[src/egcd_pkg.sv]
package egcd_pkg;

  localparam int unsigned OPERAND_BITS = 31;

  typedef enum logic [1:0] {
    ST_IDLE,
    ST_ALIGN,
    ST_REDUCE,
    ST_FINISH
  } state_t;

endpackage

[src/extended_gcd_mod_inverse_top.sv]
// for b = 0 the sequencer goes from idle straight to finish, skipping the euclid steps;
// a finished result waits in finish while the previous result still waits on m_tready
// a fit compare gates each subtract: the divisor is shifted up one bit a cycle, then walked
// back down producing one quotient bit a cycle while the bezout pair is updated alongside
// throughput: one item at a time, the next is accepted when the sequencer returns to idle
// reset: synchronous active-high rst clears the sequencer and the output valid
module extended_gcd_mod_inverse_top #(
  parameter int unsigned OPERAND_BITS = egcd_pkg::OPERAND_BITS
) (
  input  logic                                       clk,
  input  logic                                       rst,
  input  logic                                       s_tvalid,
  output logic                                       s_tready,
  // a_value, b_value
  input  logic [((2 * OPERAND_BITS + 7) / 8) * 8 - 1:0] s_tdata,
  output logic                                       m_tvalid,
  input  logic                                       m_tready,
  // gcd_value, coef_a, coef_b, inverse, inverse_valid
  output logic [((4 * OPERAND_BITS + 3 + 7) / 8) * 8 - 1:0] m_tdata
);

  localparam int unsigned N     = OPERAND_BITS;
  localparam int unsigned CW    = N + 2;
  localparam int unsigned KW    = $clog2(N);
  localparam int unsigned OUT_W = ((4 * N + 3 + 7) / 8) * 8;
  localparam int unsigned PAD_W = OUT_W - (4 * N + 3);

  egcd_pkg::state_t state, state_next;

  logic [N-1:0]          rem, rem_next;
  logic [N-1:0]          r1, r1_next;
  logic [N-1:0]          d, d_next;
  logic [N-1:0]          modulus, modulus_next;
  logic signed [CW-1:0]  s0, s0_next, s1, s1_next, cs, cs_next;
  logic signed [CW-1:0]  t0, t0_next, t1, t1_next, ct, ct_next;
  logic [KW-1:0]         k, k_next;

  logic                  out_valid, out_valid_next;
  logic [N-1:0]          gcd_out, gcd_out_next;
  logic [N:0]            coef_a_out, coef_a_out_next;
  logic [N:0]            coef_b_out, coef_b_out_next;
  logic [N-1:0]          inv_out, inv_out_next;
  logic                  inv_ok_out, inv_ok_out_next;

  logic [N-1:0]          a_in, b_in;
  logic                  fit;
  logic [N-1:0]          rem_sub;
  logic signed [CW-1:0]  s_sub, t_sub, x_plus, inv_full;
  logic                  inv_ok;

  assign a_in = s_tdata[N-1:0];
  assign b_in = s_tdata[2*N-1:N];

  assign fit     = (d <= rem);
  assign rem_sub = fit ? (rem - d) : rem;
  assign s_sub   = fit ? (s0 - cs) : s0;
  assign t_sub   = fit ? (t0 - ct) : t0;

  assign inv_ok   = (rem == {{(N-1){1'b0}}, 1'b1}) && (modulus != '0);
  assign x_plus   = s0 + $signed({2'b00, modulus});
  assign inv_full = s0[CW-1] ? x_plus : s0;

  assign s_tready = (state == egcd_pkg::ST_IDLE);
  assign m_tvalid = out_valid;
  assign m_tdata  = {{PAD_W{1'b0}}, inv_ok_out, inv_out, coef_b_out, coef_a_out, gcd_out};

  always_ff @(posedge clk) begin
    if (rst) begin
      state     <= egcd_pkg::ST_IDLE;
      out_valid <= 1'b0;
    end else begin
      state     <= state_next;
      out_valid <= out_valid_next;
    end
    rem        <= rem_next;
    r1         <= r1_next;
    d          <= d_next;
    modulus    <= modulus_next;
    s0         <= s0_next;
    s1         <= s1_next;
    cs         <= cs_next;
    t0         <= t0_next;
    t1         <= t1_next;
    ct         <= ct_next;
    k          <= k_next;
    gcd_out    <= gcd_out_next;
    coef_a_out <= coef_a_out_next;
    coef_b_out <= coef_b_out_next;
    inv_out    <= inv_out_next;
    inv_ok_out <= inv_ok_out_next;
  end

  always_comb begin
    state_next      = state;
    rem_next        = rem;
    r1_next         = r1;
    d_next          = d;
    modulus_next    = modulus;
    s0_next         = s0;
    s1_next         = s1;
    cs_next         = cs;
    t0_next         = t0;
    t1_next         = t1;
    ct_next         = ct;
    k_next          = k;
    out_valid_next  = out_valid && !m_tready;
    gcd_out_next    = gcd_out;
    coef_a_out_next = coef_a_out;
    coef_b_out_next = coef_b_out;
    inv_out_next    = inv_out;
    inv_ok_out_next = inv_ok_out;

    case (state)
      egcd_pkg::ST_IDLE: begin
        if (s_tvalid) begin
          rem_next     = a_in;
          r1_next      = b_in;
          d_next       = b_in;
          modulus_next = b_in;
          s0_next      = CW'(1);
          s1_next      = '0;
          cs_next      = '0;
          t0_next      = '0;
          t1_next      = CW'(1);
          ct_next      = CW'(1);
          k_next       = '0;
          state_next   = (b_in == '0) ? egcd_pkg::ST_FINISH : egcd_pkg::ST_ALIGN;
        end
      end
      egcd_pkg::ST_ALIGN: begin
        // shift the divisor up while twice it still fits
        if (d <= (rem >> 1)) begin
          d_next  = d << 1;
          cs_next = cs <<< 1;
          ct_next = ct <<< 1;
          k_next  = k + KW'(1);
        end else begin
          state_next = egcd_pkg::ST_REDUCE;
        end
      end
      egcd_pkg::ST_REDUCE: begin
        if (k == '0) begin
          // step done: rotate remainder and bezout pairs
          rem_next   = r1;
          r1_next    = rem_sub;
          d_next     = rem_sub;
          s0_next    = s1;
          s1_next    = s_sub;
          cs_next    = s_sub;
          t0_next    = t1;
          t1_next    = t_sub;
          ct_next    = t_sub;
          state_next = (rem_sub == '0) ? egcd_pkg::ST_FINISH : egcd_pkg::ST_ALIGN;
        end else begin
          rem_next = rem_sub;
          s0_next  = s_sub;
          t0_next  = t_sub;
          d_next   = d >> 1;
          cs_next  = cs >>> 1;
          ct_next  = ct >>> 1;
          k_next   = k - KW'(1);
        end
      end
      egcd_pkg::ST_FINISH: begin
        if (!out_valid || m_tready) begin
          out_valid_next  = 1'b1;
          gcd_out_next    = rem;
          coef_a_out_next = s0[N:0];
          coef_b_out_next = t0[N:0];
          inv_out_next    = inv_ok ? inv_full[N-1:0] : '0;
          inv_ok_out_next = inv_ok;
          state_next      = egcd_pkg::ST_IDLE;
        end
      end
      default: begin
        state_next = egcd_pkg::ST_IDLE;
      end
    endcase
  end

endmodule
[config.mk]
export PLATFORM = sky130hd
export DESIGN_NAME = extended_gcd_mod_inverse_top
export DESIGN_NICKNAME = d
export VERILOG_FILES = /design/src/egcd_pkg.sv /design/src/extended_gcd_mod_inverse_top.sv
export SDC_FILE = /design/constraint.sdc
export NUM_CORES = 1
export LEC_CHECK = 0
export BUFFER_PORTS_ARGS = -buffer_cell sky130_fd_sc_hd__buf_2
export CORE_MARGIN = 8
export CORE_UTILIZATION = 59
export DETAILED_ROUTE_END_ITERATION = 6
export MAX_ROUTING_LAYER = met4
export PLACE_DENSITY = 0.78
export SYNTH_ARGS = -nofsm -noshare
export SYNTH_HDL_FRONTEND = slang
export SYNTH_SLANG_ARGS = --single-unit
export TNS_END_PERCENT = 30
[constraint.sdc]
create_clock -name clk -period 8.6 [get_ports clk]
set_input_delay 1.72 -clock clk [delete_from_list [all_inputs] [get_ports clk]]
set_output_delay 1.72 -clock clk [all_outputs]
set_load 0.005 [all_outputs]
## After elaboration in Yosys (flattened, before gate mapping)

Cells that the tools add are included.

| cells by class | value |
|---|---|
| multiplexer cells | 42 |
| eq/ne operators | 10 |
| $lt $le $gt $ge | 2 |
| add/sub/neg operators | 6 |
| reductions and logical operators | 20 |

Operators with widths:

| cell | number |
|---|---|
| two-way mux 33 bit | 12 |
| case mux 33 bit (2 select lines) | 4 |
| two-way mux 31 bit | 8 |
| case mux 33 bit (3 select lines) | 2 |
| case mux 31 bit (2 select lines) | 2 |
| case mux 31 bit (3 select lines) | 1 |
| subtractor 33 bit | 2 |
| logical NOT 31 bit | 2 |
| adder 31 bit | 1 |
| equality test 31 x 1 -> 1 bit, second input constant | 1 |
| <= comparator 31 x 30 -> 1 bit | 1 |
| <= comparator 31 bit | 1 |
| nonzero test 31 bit | 1 |
| subtractor 31 bit | 1 |
| two-way mux 5 bit | 3 |
| case mux 5 bit (3 select lines) | 1 |
| two-way mux 2 bit | 6 |
| != test 2 bit, second input constant | 6 |
| AND reduction 4 bit | 3 |
| case mux 2 bit (4 select lines) | 1 |
| AND reduction 2 bit | 3 |
| AND reduction 3 bit | 2 |
| adder 5 x 1 -> 5 bit, second input constant | 1 |
| logical NOT 5 bit | 1 |
| other kinds (10) | 14 |

| storage, ports and cells | value |
|---|---|
| bits of input ports | 68 |
| word-level logic and storage cells | 100 |
| output and inout bits | 130 |
| register bits after elaboration | 457 |

## Longest topological paths before layout

| logic depth | value |
|---|---|
| depth after elaboration | 6 |
| depth in mapped cells | 16 |
| depth with buffers taken out | 15 |

## Worst setup path after synthesis

Ideal clock, no wire load.

| timing | value |
|---|---|
| kind | input port to flip-flop |
| from | input m_tready |
| to | register coef_a_out[0] (enable) |
| data required time | 7970 ps |
| slack | 569 ps |
| arrival | 7401 ps |
| stages | 2 |
| cell sequence | nor2b_1 > nor2b_1 |

| on the way | value |
|---|---|
| longest elaborated chain between the ends | 2 |

Ends and longest elaborated chain:

| element | line | source |
|---|---|---|
| from (decl) | extended_gcd_mod_inverse_top.sv:17 | `input logic m_tready,` |
| logical OR 1 bit | extended_gcd_mod_inverse_top.sv:165 | `if (!out_valid \|\| m_tready) begin` |
| AND reduction 2 bit (no source line) | - |  |
| to (signal assigned) | extended_gcd_mod_inverse_top.sv:87 | `coef_a_out <= coef_a_out_next;` |
| to (decl) | extended_gcd_mod_inverse_top.sv:40 | `logic [N:0] coef_a_out, coef_a_out_next;` |

Every way passes these cells.
A chain may end at the register's enable or synchronous reset.

## Worst setup path after layout

| timing | value |
|---|---|
| from | register rem[18] |
| to | register state[1] |

| on the way | value |
|---|---|
| longest elaborated chain between the ends | 6 |
| elaborated cells between the ends (all ways) | 10 |

Ends and longest elaborated chain:

| element | line | source |
|---|---|---|
| from (decl) | extended_gcd_mod_inverse_top.sv:30 | `logic [N-1:0] rem, rem_next;` |
| from (signal assigned) | extended_gcd_mod_inverse_top.sv:75 | `rem <= rem_next;` |
| subtractor 31 bit or <= comparator 31 bit (tied branches) | extended_gcd_mod_inverse_top.sv:55, extended_gcd_mod_inverse_top.sv:54 |  |
| two-way mux 31 bit | extended_gcd_mod_inverse_top.sv:55 | `assign rem_sub = fit ? (rem - d) : rem;` |
| logical NOT 31 bit | extended_gcd_mod_inverse_top.sv:153 | `state_next = (rem_sub == '0) ? egcd_pkg::ST_FINISH : egcd_pkg::ST_ALIGN;` |
| two-way mux 2 bit | extended_gcd_mod_inverse_top.sv:153 |  |
| two-way mux 2 bit | extended_gcd_mod_inverse_top.sv:142 | `if (k == '0) begin` |
| case mux 2 bit (4 select lines) | extended_gcd_mod_inverse_top.sv:113 | `case (state)` |
| to (signal assigned) | extended_gcd_mod_inverse_top.sv:69 | `state <= egcd_pkg::ST_IDLE;` |
| to (signal assigned) | extended_gcd_mod_inverse_top.sv:72 | `state <= state_next;` |
| to (decl) | extended_gcd_mod_inverse_top.sv:28 | `egcd_pkg::state_t state, state_next;` |

Several ways; a longest one is shown, not always the timed one. The select of a mux whose other input is x is not followed.

==> key figures <==
Outcome
  • Run status: finished, final reports clean

Clocking
  • Hold_buf cts: 0
  • Post_cts resized: 0
  • TritonCTS Buffers: 47
  • Max Buffers Root-to-Sink: 3
  • H-Tree Depth: 2
  • Clock Tree Root: clkbuf_16
  • Postcts setup bufs: 0
  • Num Clock Sinks: 457
  • Clock Latency Late Sink: 0.61 ns
  • Reg clk slew, reported paths: 0.07 ns
  • CTS tree: yes

Setup path
  • Largest stage delay, worst path: 0.89 ns
  • Slowest CP cell: buf_4
  • Setup slack, reg-to-reg: 3.74 ns
  • Crit-path cells: ha_1, and4_1, nand4_1, nor4_1, nor3b_1, a21oi_1, or2_4, buf_4, mux2_4, nor4_2, nand4_1, o31ai_2
  • Crit-path max FO: 69
  • Worst R2R Start: rem[18]
  • CP endpoint kind: register
  • Worst reg2reg endpoint: state[1]
  • CP bufs+invs: 1
  • Worst EP arrival: 5.36 ns
  • Worst-case reg-to-reg path depth: 12
  • CP top delay family: simple AND/OR/NAND/NOR gates
  • Kind of critical path: reg -> reg
  • Crit path required time: 9.10 ns
  • CP startpoint kind: register
  • Most used cell, CP: nand4_1

Floorplanning
  • Die extent in y: 232.8 um
  • Starting Density: 59.69%
  • Die area: 54190 um2
  • DIE WIDTH: 232.8 um
  • # rows: 79
  • Core area: 46460 um2
  • I/O pin count: 198

Yosys
  • Syn_nets: 2938
  • Top FF cell, synth: edfxtp_1
  • Async SR Flop Fraction: 0%
  • Synth Area in Compound Gates: 18.07%
  • Synthesized area: 27730 um2
  • Sequential area share after synthesis: 49.38%
  • Synthesis-stage register bit count: 457
  • Synth cell types: 91
  • Post-synthesis xor/xnor area fraction: 3.348%
  • Adder-cell share of the synthesized area: 7.716%
  • Post-Synth Simple-Gate Area: 14.03%
  • Ys Warns: 0
  • Syn Area/Cell: 10.26 um2
  • Main combinational cell family by area after synthesis: compound AO/OA/AOI/OAI gates
  • Synth Instances: 2702
  • Post-synth EDFFs: 454
  • Mux contribution to synthesized area: 2.992%

Route
  • Via-to-Cell Ratio: 6.404
  • DRT Wirelength: 78740 um
  • Post-route ant nets: 0
  • Routed len/inst: 22.62 um
  • Initial DRC count: 2351
  • Vias: 22290
  • # DRC: 0
  • DRT Pass-1 Iters: 6

Finish
  • Total Nets Final: 3068
  • Area Growth Syn to Fin: 10.76%
  • Post-layout instance area: 30710 um2
  • Fraction of layout cells with a size suffix above 1: 12.40%

Placement
  • Final Wtd Congestion: 0.9861
  • Placed Area: 29160 um2
  • I/O Buffers: 194
  • Dpl ws: 3.921 ns
  • HPWL after DPL: 54480 um

Hold path
  • WHS Endpoint: coef_b_out[0]
  • Worst hold start: t0[0]
  • Worst Hold Depth: 0
  • Hold Crit Class: reg -> reg

Timing
  • Setup TNS: 0 ns
  • Crit path time final: 4.856 ns
  • Fmax: 205.9 MHz
  • Period utilization: 56.46%
  • Relative slew slack: 22.31%
  • Clock Skew: 0.03187 ns
  • Unrepaired setup endpoints after global routing: no
  • Slew @ Worst Pin: 1.165 ns
  • Worst setup margin: 3.744 ns
  • Setup Viol. Count Final: 0
  • Max Transition Viols Final: 0
  • Final hold vios: 0

Global route
  • Initial antenna violation count: 3
  • Global Route Usage Sum: 29.33%
  • First-pass GRT wire length: 122000 um
  • Number of global-route vias before repair: 21810
  • Largest net degree at the start of global routing: 83
  • GR Overflow Total: 0

Job
  • MaxCap Viol Count: 0
==> logic make-up after synthesis <==
group	Yosys count
AND/OR/NAND/NOR	824
AO/OA/AOI/OAI	751
flip-flops	457
buffers and inverters	315
adder cells (fa/ha/maj)	168
XOR/XNOR	106
multiplexers	80
other	1
==> per-layer routing <==
metal  share of wire (%)  GRT usage, %  up-vias  wire (um)
met5                   0             -        -          0
met4                 4.4         13.31        0       3460
met3                 9.4         4.506      200       7376
met2                  45         44.08     1151      35250
met1                  41         39.16    10690      32660
li1                    -             -    10250          -
==> worst reg2reg max path, cell delays in order, from the launching register on <==
cell and delay (ns):
edfxtp_1 0.53, ha_1 0.51, and4_1 0.39, nand4_1 0.13, nor4_1 0.42, nor3b_1 0.12, a21oi_1 0.31, or2_4 0.31
buf_4 0.90, mux2_4 0.45, nor4_2 0.31, nand4_1 0.14, o31ai_2 0.25
==> cell type report <==
| type | count | area [um2] |
|---|---|---|
| well taps | 607 | 759.5 |
| multi-input cells | 1930 | 12890 |
| fillers | 3703 | 15750 |
| clock buffers | 55 | 1227 |
| flip-flops and latches | 457 | 13690 |
| inverters | 179 | 674.4 |
| repair buffers | 217 | 1144 |
| diodes | 4 | 10.01 |
| clock inverters | 32 | 310.3 |
==> flip-flops by register name, indices dropped and copies added (netlist names), 32 cells and up <==
signal,count
cs,33
ct,33
s0,33
s1,33
t0,33
t1,33
coef_a_out,32
coef_b_out,32
==> cell usage after synthesis, drive strengths merged (14+ instances only) <==
| cell | instances | share of area, % |
|---|---|---|
| nand4 | 32 | 0.72 |
| a21o | 83 | 2.2 |
| o21bai | 18 | 0.49 |
| o2111ai | 25 | 0.79 |
| a21oi | 172 | 3.2 |
| inv | 179 | 2.4 |
| or3 | 14 | 0.33 |
| xnor2 | 63 | 2.0 |
| o21a | 40 | 1.1 |
| a31oi | 28 | 0.63 |
| nor3 | 34 | 0.61 |
| o21ai | 159 | 2.9 |
| clkbuf | 109 | 1.5 |
| edfxtp | 454 | 49 |
| a211oi | 74 | 2.0 |
| and2 | 69 | 1.6 |
| nand2 | 195 | 2.6 |
| buf | 27 | 0.55 |
| ha | 163 | 7.4 |
| nand2b | 20 | 0.45 |
| a22oi | 41 | 1.1 |
| nor2b | 38 | 0.86 |
| mux2i | 66 | 2.4 |
| xor2 | 43 | 1.4 |
| mux2 | 14 | 0.58 |
| nor2 | 312 | 4.2 |
| nand3 | 32 | 0.61 |
| nor4 | 29 | 0.68 |
| and3 | 15 | 0.36 |
==> cell usage in the layout (no fill, tap or decap), drive strengths merged, types with 63 or more instances in the layout <==
cell type	count
mux2i	66
a21o	83
edfxtp	454
inv	181
a21oi	172
nor2	312
and2	69
buf	217
ha	163
nand2	195
o21ai	159
a211oi	74
xnor2	63
==> how the worst max path moves through the flow <==
| stage | slack [ns] | start | cells past startpoint | to |
|---|---|---|---|---|
| after floorplan | 0.57 | m_tready | 2 | coef_a_out[0] |
| after global placement | 3.97 | rem[18] | 12 | state[1] |
| after detailed placement | 3.92 | rem[18] | 12 | state[1] |
| after CTS | 3.88 | rem[18] | 12 | state[1] |
| after global routing | 3.64 | rem[18] | 12 | state[1] |
| final | 3.74 | rem[18] | 12 | state[1] |
==> metrics by stage <==
stage               cells  hold WS (ns)  utilization (%)
detailed placement   3390        0.4808            62.78
CTS                  3477        0.4953            66.09
floorplan            2702        0.4264                -
global placement     3390        0.4829            62.78
global route         3481        0.5040            66.11
finish               3481        0.4866            66.11
Power is not shown: default switching activity piles up to over one toggle a cycle in this logic, so the estimate is an artifact.
